==> src/rtl/ttcw_pkg.sv <==
// Package: screen geometry, field widths, codes and shared types for the cell writer
`timescale 1ns / 1ps
`default_nettype none

package ttcw_pkg;

   localparam int COLUMNS    = 80;
   localparam int ROWS       = 25;
   localparam int CELL_COUNT = ROWS * COLUMNS;
   localparam int KEEP_COUNT = (ROWS - 1) * COLUMNS;
   localparam int ADDR_W     = $clog2(CELL_COUNT);

   localparam int ACTION_W  = 2;
   localparam int CHAR_W    = 8;
   localparam int ROW_W     = 5;
   localparam int COL_W     = 7;
   localparam int CELL_W    = 16;
   localparam int COLOR_W   = 4;
   localparam int CSR_IDX_W = 2;

   localparam logic [CHAR_W-1:0]  NEWLINE_CODE = 8'd10;
   localparam logic [CHAR_W-1:0]  SPACE_CODE   = 8'd32;
   localparam logic [COLOR_W-1:0] RESET_FG     = 4'd7;
   localparam logic [COLOR_W-1:0] RESET_BG     = 4'd0;

   typedef enum logic [ACTION_W-1:0] {
      ACT_PUT   = 2'd0,
      ACT_CLEAR = 2'd1,
      ACT_READ  = 2'd2
   } action_type;

   typedef enum logic [CSR_IDX_W-1:0] {
      CSR_FG_COLOR = 2'd0,
      CSR_BG_COLOR = 2'd1
   } csr_index_type;

   typedef enum logic [2:0] {
      ST_IDLE,
      ST_READ_WAIT,
      ST_SWEEP,
      ST_DRAIN,
      ST_FINISH
   } state_type;

   typedef enum logic [1:0] {
      FILL_INIT,
      FILL_CLEAR,
      FILL_SCROLL
   } fill_mode_type;

   typedef struct packed {
      logic              wr_en;
      logic [ADDR_W-1:0] wr_addr;
      logic [CELL_W-1:0] wr_data;
      logic              rd_en;
      logic [ADDR_W-1:0] rd_addr;
   } mem_req_type;

   typedef struct packed {
      logic              valid;
      logic [ROW_W-1:0]  row;
      logic [COL_W-1:0]  col;
      logic [CELL_W-1:0] value;
   } result_type;

   function automatic logic [CELL_W-1:0] make_cell(input logic [CHAR_W-1:0]  ch,
                                                   input logic [COLOR_W-1:0] fg,
                                                   input logic [COLOR_W-1:0] bg);
      return {bg, fg, ch};
   endfunction

endpackage

`default_nettype wire

==> src/rtl/ttcw_ctrl.sv <==
// Sequencer: cursor, per-item memory access, and the fill / scroll sweep over the store
`timescale 1ns / 1ps
`default_nettype none

module ttcw_ctrl (
   input  wire                             clock,
   input  wire                             reset,
   input  wire                             req_valid,
   output logic                            req_stall,
   input  wire [ttcw_pkg::ACTION_W-1:0]    req_action,
   input  wire [ttcw_pkg::CHAR_W-1:0]      req_char_code,
   input  wire [ttcw_pkg::ROW_W-1:0]       req_read_row,
   input  wire [ttcw_pkg::COL_W-1:0]       req_read_col,
   input  wire [ttcw_pkg::COLOR_W-1:0]     fg_color,
   input  wire [ttcw_pkg::COLOR_W-1:0]     bg_color,
   input  wire                             rsp_free,
   output ttcw_pkg::mem_req_type           mem_req,
   input  wire [ttcw_pkg::CELL_W-1:0]      rd_data,
   output ttcw_pkg::result_type            result
);
   import ttcw_pkg::*;

   localparam logic [ADDR_W-1:0] COLS_A     = ADDR_W'(COLUMNS);
   localparam logic [ADDR_W-1:0] SWEEP_LAST = ADDR_W'(CELL_COUNT - 1);
   localparam logic [ADDR_W-1:0] KEEP_A     = ADDR_W'(KEEP_COUNT);
   localparam logic [ROW_W-1:0]  ROW_LAST   = ROW_W'(ROWS - 1);
   localparam logic [COL_W-1:0]  COL_LAST   = COL_W'(COLUMNS - 1);

   state_type         state_ff, state_in;
   fill_mode_type     mode_ff, mode_in;
   logic [ADDR_W-1:0] sweep_ff, sweep_in;
   logic              stage_valid_ff, stage_valid_in;
   logic [ADDR_W-1:0] stage_addr_ff, stage_addr_in;
   logic              stage_keep_ff, stage_keep_in;
   logic [ROW_W-1:0]  row_ff, row_in;
   logic [COL_W-1:0]  col_ff, col_in;
   logic [CELL_W-1:0] value_ff, value_in;

   logic              accept;
   logic              is_newline;
   logic              last_row;
   logic              last_col;
   logic              read_ok;
   logic              sweep_keep;
   logic [ADDR_W-1:0] cursor_addr;
   logic [ADDR_W-1:0] read_addr;
   logic [CELL_W-1:0] blank;

   assign req_stall   = (state_ff != ST_IDLE);
   assign accept      = req_valid && !req_stall;
   assign is_newline  = (req_char_code == NEWLINE_CODE);
   assign last_row    = (row_ff == ROW_LAST);
   assign last_col    = (col_ff == COL_LAST);
   assign read_ok     = (32'(req_read_row) < ROWS) && (32'(req_read_col) < COLUMNS);
   assign sweep_keep  = (mode_ff == FILL_SCROLL) && (sweep_ff < KEEP_A);
   assign cursor_addr = ADDR_W'(ADDR_W'(row_ff) * COLS_A) + ADDR_W'(col_ff);
   assign read_addr   = ADDR_W'(ADDR_W'(req_read_row) * COLS_A) + ADDR_W'(req_read_col);
   assign blank       = (mode_ff == FILL_INIT) ? make_cell(SPACE_CODE, RESET_FG, RESET_BG)
                                               : make_cell(SPACE_CODE, fg_color, bg_color);

   // next state
   always_comb begin
      state_in = state_ff;
      case (state_ff)
         ST_IDLE: begin
            if (accept) begin
               case (action_type'(req_action))
                  ACT_PUT:   state_in = (is_newline && last_row) ? ST_SWEEP : ST_FINISH;
                  ACT_CLEAR: state_in = ST_SWEEP;
                  ACT_READ:  state_in = read_ok ? ST_READ_WAIT : ST_FINISH;
                  default:   state_in = ST_FINISH;
               endcase
            end
         end
         ST_READ_WAIT: state_in = ST_FINISH;
         ST_SWEEP: begin
            if (sweep_ff == SWEEP_LAST) begin
               state_in = ST_DRAIN;
            end
         end
         ST_DRAIN:  state_in = (mode_ff == FILL_INIT) ? ST_IDLE : ST_FINISH;
         ST_FINISH: begin
            if (rsp_free) begin
               state_in = ST_IDLE;
            end
         end
         default:   state_in = ST_IDLE;
      endcase
   end

   // datapath and memory requests
   always_comb begin
      mode_in        = mode_ff;
      sweep_in       = sweep_ff;
      stage_valid_in = 1'b0;
      stage_addr_in  = stage_addr_ff;
      stage_keep_in  = stage_keep_ff;
      row_in         = row_ff;
      col_in         = col_ff;
      value_in       = value_ff;
      mem_req        = '0;

      // write back the staged sweep word; rd_data holds its source cell
      if (stage_valid_ff) begin
         mem_req.wr_en   = 1'b1;
         mem_req.wr_addr = stage_addr_ff;
         mem_req.wr_data = stage_keep_ff ?
                           make_cell(rd_data[CHAR_W-1:0], fg_color, bg_color) : blank;
      end

      case (state_ff)
         ST_IDLE: begin
            if (accept) begin
               value_in = '0;
               case (action_type'(req_action))
                  ACT_PUT: begin
                     if (is_newline) begin
                        col_in = '0;
                        if (last_row) begin
                           mode_in  = FILL_SCROLL;
                           sweep_in = '0;
                        end else begin
                           row_in = row_ff + ROW_W'(1);
                        end
                     end else begin
                        mem_req.wr_en   = 1'b1;
                        mem_req.wr_addr = cursor_addr;
                        mem_req.wr_data = make_cell(req_char_code, fg_color, bg_color);
                        if (last_col) begin
                           col_in = '0;
                           row_in = last_row ? '0 : row_ff + ROW_W'(1);
                        end else begin
                           col_in = col_ff + COL_W'(1);
                        end
                     end
                  end
                  ACT_CLEAR: begin
                     row_in   = '0;
                     col_in   = '0;
                     mode_in  = FILL_CLEAR;
                     sweep_in = '0;
                  end
                  ACT_READ: begin
                     if (read_ok) begin
                        mem_req.rd_en   = 1'b1;
                        mem_req.rd_addr = read_addr;
                     end
                  end
                  default: ;
               endcase
            end
         end
         ST_READ_WAIT: value_in = rd_data;
         ST_SWEEP: begin
            mem_req.rd_en   = sweep_keep;
            mem_req.rd_addr = sweep_ff + COLS_A;
            stage_valid_in  = 1'b1;
            stage_addr_in   = sweep_ff;
            stage_keep_in   = sweep_keep;
            sweep_in        = sweep_ff + ADDR_W'(1);
         end
         default: ;
      endcase
   end

   always_ff @(posedge clock) begin
      if (reset) begin
         state_ff       <= ST_SWEEP;
         mode_ff        <= FILL_INIT;
         sweep_ff       <= '0;
         stage_valid_ff <= 1'b0;
         row_ff         <= '0;
         col_ff         <= '0;
      end else begin
         state_ff       <= state_in;
         mode_ff        <= mode_in;
         sweep_ff       <= sweep_in;
         stage_valid_ff <= stage_valid_in;
         row_ff         <= row_in;
         col_ff         <= col_in;
      end
   end

   always_ff @(posedge clock) begin
      stage_addr_ff <= stage_addr_in;
      stage_keep_ff <= stage_keep_in;
      value_ff      <= value_in;
   end

   assign result.valid = (state_ff == ST_FINISH);
   assign result.row   = row_ff;
   assign result.col   = col_ff;
   assign result.value = value_ff;

endmodule

`default_nettype wire

==> config.mk <==
export PLATFORM = sky130hd
export DESIGN_NAME = ttcw_ctrl
export DESIGN_NICKNAME = d
export VERILOG_FILES = /design/src/rtl/ttcw_pkg.sv /design/src/rtl/ttcw_ctrl.sv
export SDC_FILE = /design/constraint.sdc
export NUM_CORES = 1
export LEC_CHECK = 0
export BUFFER_PORTS_ARGS = -buffer_cell sky130_fd_sc_hd__buf_4
export CAP_MARGIN = 15
export CORE_ASPECT_RATIO = 0.5
export CORE_MARGIN = 1.5
export CORE_UTILIZATION = 45
export CTS_CLUSTER_DIAMETER = 40
export DETAILED_ROUTE_END_ITERATION = 8
export MAX_ROUTING_LAYER = met4
export PLACE_DENSITY = 0.79
export RECOVER_POWER = 50
export SLEW_MARGIN = 20
export SYNTH_ARGS = -nofsm -noshare
export SYNTH_HDL_FRONTEND = slang
export SYNTH_SLANG_ARGS = --single-unit
==> constraint.sdc <==
create_clock -name clock -period 2.4 [get_ports clock]
set_input_delay 0 -clock clock [delete_from_list [all_inputs] [get_ports clock]]
set_output_delay 0 -clock clock [all_outputs]
set_load 0.05 [all_outputs]
; After elaboration in Yosys (flattened, before gate mapping)
; Cells that the tools add are included.
[classes]
shift = 0
mul = 2
n_addsub = 6
bitwise = 0
reduce_logical = 18
eq_ne = 21
magnitude_cmp = 3
n_mux = 37
div_mod_pow = 0
[ops]
columns = cell, count
row1 = $mux 28, 4
row2 = $mux 16, 3
row3 = $pmux 11 s2, 2
row4 = $mux 40, 1
row5 = $mux 11, 3
row6 = $pmux 16 s2, 1
row7 = $mux 12, 2
row8 = $pmux 12 s2, 1
row9 = $add 11x7->11, 2
row10 = $mux 5, 4
row11 = $mux 3, 6
row12 = $pmux 3 s5, 1
row13 = $reduce_and 5->1, 3
row14 = $mul 5x3->7 const B, 2
row15 = $mux 7, 2
row16 = $pmux 7 s2, 1
row17 = $ne 3x3->1 const B, 4
row18 = $add 11x1->11 const B, 1
row19 = $add 11x7->11 const B, 1
row20 = $eq 11x11->1 const B, 1
row21 = $lt 11x11->1 const B, 1
row22 = $ne 2x2->1 const B, 5
row23 = $pmux 5 s2, 1
row24 = $pmux 3 s3, 1
row25 = 24 further kinds, 34
[word_totals]
output_inout_bits = 70
ram_bits = 0
mem_bits_ro = 0
n_memories = 0
latch_bits = 0
elab_cells = 96
input_bits = 50
regBits = 57

; Depth between registers and ports, before layout
[logic_depth]
ltp_word = 8
depth_mapped = 9
mapped_depth_nobuf = 9

; Worst setup path after synthesis
; Ideal clock, no wire load.
[synth_timing]
path_type = reg-to-output
from = register row_ff[3]
to = output mem_req[38] (netlist name)
arrival_time_ps = 3280
stages_incl_launch_ff = 10
slack_ps = -880
required_ps = 2400
path_buffers = 0
path_cell_list = dfxtp_1 > ha_1 > ha_1 > inv_1 > fa_1 > inv_1 > o2111ai_1 > xnor2_1 > xnor2_1 > o21ai_0
[synth_lines]
columns = item, line_no
row1 = start: declaration, ttcw_ctrl.sv:35  ; logic [ROW_W-1:0] row_ff, row_in;
row2 = start signal: assignment, ttcw_ctrl.sv:179  ; row_ff <= row_in;
row3 = end: declaration, ttcw_ctrl.sv:17  ; output ttcw_pkg::mem_req_type mem_req,

==> out/metrics.yaml <==
timing:
  fin_crit_sh: 0.992
  skew_ns: 0.00569
  tightest_slew_ns: 0.655
  maxSlewViolCount: 0
  fin_ws_ns: 0.0191
  rsz0062_at_grt: "true"
  slew_headroom: 0.564
  max_freq_mhz: 420
  min_period_ns: 2.38
  final_hold_viol_count: 0
  setup_viol: 0
placed_design:
  routabilityCongestion: 0.822
  placed_cells: 630
  post-dp-hpwl_um: 7270
  dpl_worst_slack_ns: 0.146
  portBuffers: 119
  placed_area_sq_um: 4770
synth:
  synth-simple-area-share: 0.229
  yosys.area.top_type: "edfxtp_1"
  syn-cell-area_sq_um: 3700
  synth_compound_area_frac: 0.178
  synth-edff-count: 28
  ys_types: 58
  synth_xor_area_frac: 0.0640
  synth_commonest_cells: "30 x nand2_1, 29 x dfxtp_1, 29 x nor2_1"
  ys_async_sr_fraction: 0
  synth_nets: 482
  synth_mux_area_frac: 0
  yosysWarnings: 0
  yosysMostFrequentCell: "nand2_1"
  ys_ff_latch: 57
  yosysTopAreaCellShare: 0.227
  yosysSeqAreaShare: 0.384
  syn_area_per_cell_sq_um: 9.15
  synthTopCellsByArea: "edfxtp_1 23%, dfxtp_1 16%, ha_1 8.1%"
  syn_inst: 404
  ys.flop_type: "dfxtp_1"
  synth_top_family_by_area: "simple AND/OR/NAND/NOR gates"
  synthAdderAreaFrac: 0.103
setup_path:
  cp.arrival_ns: 2.38
  crit_type: "reg -> out"
  worstSetupEndpointType: "output pin"
  cp.required_ns: 2.40
  critPathMaxFanout: 2
  cp-start-kind: "register"
clock_tree:
  clk_pin_slew_ns: 0.06
  htree_levels: 3
  cts_tree: "built"
  clock_latency_ns: 0.33
  clock_path_buffers: 2
  root_buffer: "clkbuf_16"
  numCtsBuffers: 9
  clock_sinks: 57
grt:
  grt_first_pass_wirelength_um: 15800
  track_usage: 0.235
  grt-ovfl-total: 0
  grt_start_max_net_pins: 28
  antenna_found_initial: 0
  grt_pass1_vias: 3366
die:
  dieArea_sq_um: 8800
  std_cell_rows: 23
  die_w_um: 131
  coreArea_sq_um: 7970
  start_util: 0.464
  io_pins: 120
  die_h_um: 67.1
drt:
  via_per_inst: 5.43
  routed_wl_um: 10400
  vias: 3636
  drt_iter0_drc: 193
  drc_errors: 0
  ant_nets: 0
  drtPass1Iterations: 5
  wl_per_cell_um: 15.5
final_layout:
  final_net_count: 631
  drive_gt1_frac: 0.294
  final_cells: 670
  final_cell_area_sq_um: 5360
  diodes: 0
  areaGrowthSynthToFinish_pct: 44.9
pwr:
  p_per_area_nw_per_um2: 488
  p_leak_nw: 2.32
  vdd_drop_max_mv: 0.447
run_status:
  outcome: "completed"
job:
  drv_cap: 0
min_path:
  hold_path.class: "in -> reg"
==> layout make-up <==
| type | count | area [sq um] |
|---|---|---|
| clock buffer | 13 | 293 |
| clock inverter | 3 | 20.0 |
| fill | 645 | 2610 |
| inverter | 24 | 90.1 |
| multi-input combinational | 307 | 2240 |
| sequential | 57 | 1440 |
| tap | 112 | 140 |
| timing repair buffer | 154 | 1140 |
==> layer usage <==
metal | vias up | routed length, um | share of wire | GRT usage
li1 | 1772 | - | - | -
met1 | 1749 | 4480 | 0.43 | 0.267
met2 | 95 | 5240 | 0.50 | 0.415
met3 | 20 | 502 | 0.048 | 0.0464
met4 | 0 | 157 | 0.015 | 0.101
met5 | - | 0 | 0 | -
==> sequential cells by signal, summed over array words and instances, names as in the netlist <==
register	cells
col_ff	7
sweep_ff	11
mode_ff	2
row_ff	5
stage_valid_ff	1
state_ff	3
stage_keep_ff	1
stage_addr_ff	11
value_ff	16
==> worst paths after layout <==
path / from / slack, ns / end / cells past startpoint
setup / recovery: row_ff[3] / 0.02 / mem_req[38] / 10
hold / removal: reset / 0.04 / col_ff[1] / 2
setup reg to reg: col_ff[0] / 0.22 / row_ff[0] / 6
hold reg to reg: col_ff[5] / 0.51 / col_ff[5] / 2
==> kinds of logic (layout without fill, tap and decap cells) <==
group	Yosys count	in the layout
simple gates	157	157
buf+inv	40	194
fa+ha+maj	28	28
compound gates	95	95
xor+xnor	27	27
flops	57	57
==> timing repair <==
item,CTS,global route
hold endpoints to repair,18,0
setup endpoints to repair,2,4
pin swaps,7,8
buffers inserted,3,3
resized for setup,17,8
hold buffers,18,0
==> power by group <==
part / switching [mW] / internal [mW]
clock network: 0.451 / 0.850
logic: 0.141 / 0.142
registers: 0.0127 / 1.02
==> through the flow <==
stage          setup TNS [ns]  hold WS [ns]  power [mW]   util
2_1_floorplan         -0.0516         0.178        1.20      -
3_3_place_gp                0         0.276        1.31  0.599
3_5_place_dp                0         0.282        1.31  0.599
4_1_cts               -0.0916        0.0330        2.63  0.674
5_1_grt                -0.114        0.0546        2.68  0.672
6_report                    0        0.0415        2.62  0.672
==> critical path: stages, from the launching register on <==
cell and delay (ns):
dfxtp_2 0.33, ha_4 0.24, ha_4 0.16, inv_2 0.04, fa_2 0.45, inv_2 0.07
o2111ai_2 0.11, xnor2_1 0.16, xnor2_1 0.25, o21ai_2 0.09, buf_6 0.15
==> cell usage in the layout (no fill, tap or decap), types with 6 or more instances in the layout <==
| cell type | count |
|---|---|
| nor3_1 | 6 |
| edfxtp_1 | 28 |
| nand2_1 | 30 |
| a21oi_1 | 17 |
| nand2b_1 | 6 |
| dlygate4sd3_1 | 18 |
| clkbuf_1 | 20 |
| a21o_1 | 7 |
| clkbuf_16 | 11 |
| ha_1 | 20 |
| dfxtp_1 | 22 |
| inv_1 | 21 |
| o21ai_0 | 13 |
| nor2_1 | 29 |
| buf_4 | 115 |
| xor2_1 | 13 |
| and3_1 | 11 |
| nand3_1 | 19 |
| and2_1 | 22 |
| a22o_1 | 8 |
| xnor2_1 | 11 |
No activity file was read; power rests on OpenSTA's default activity.
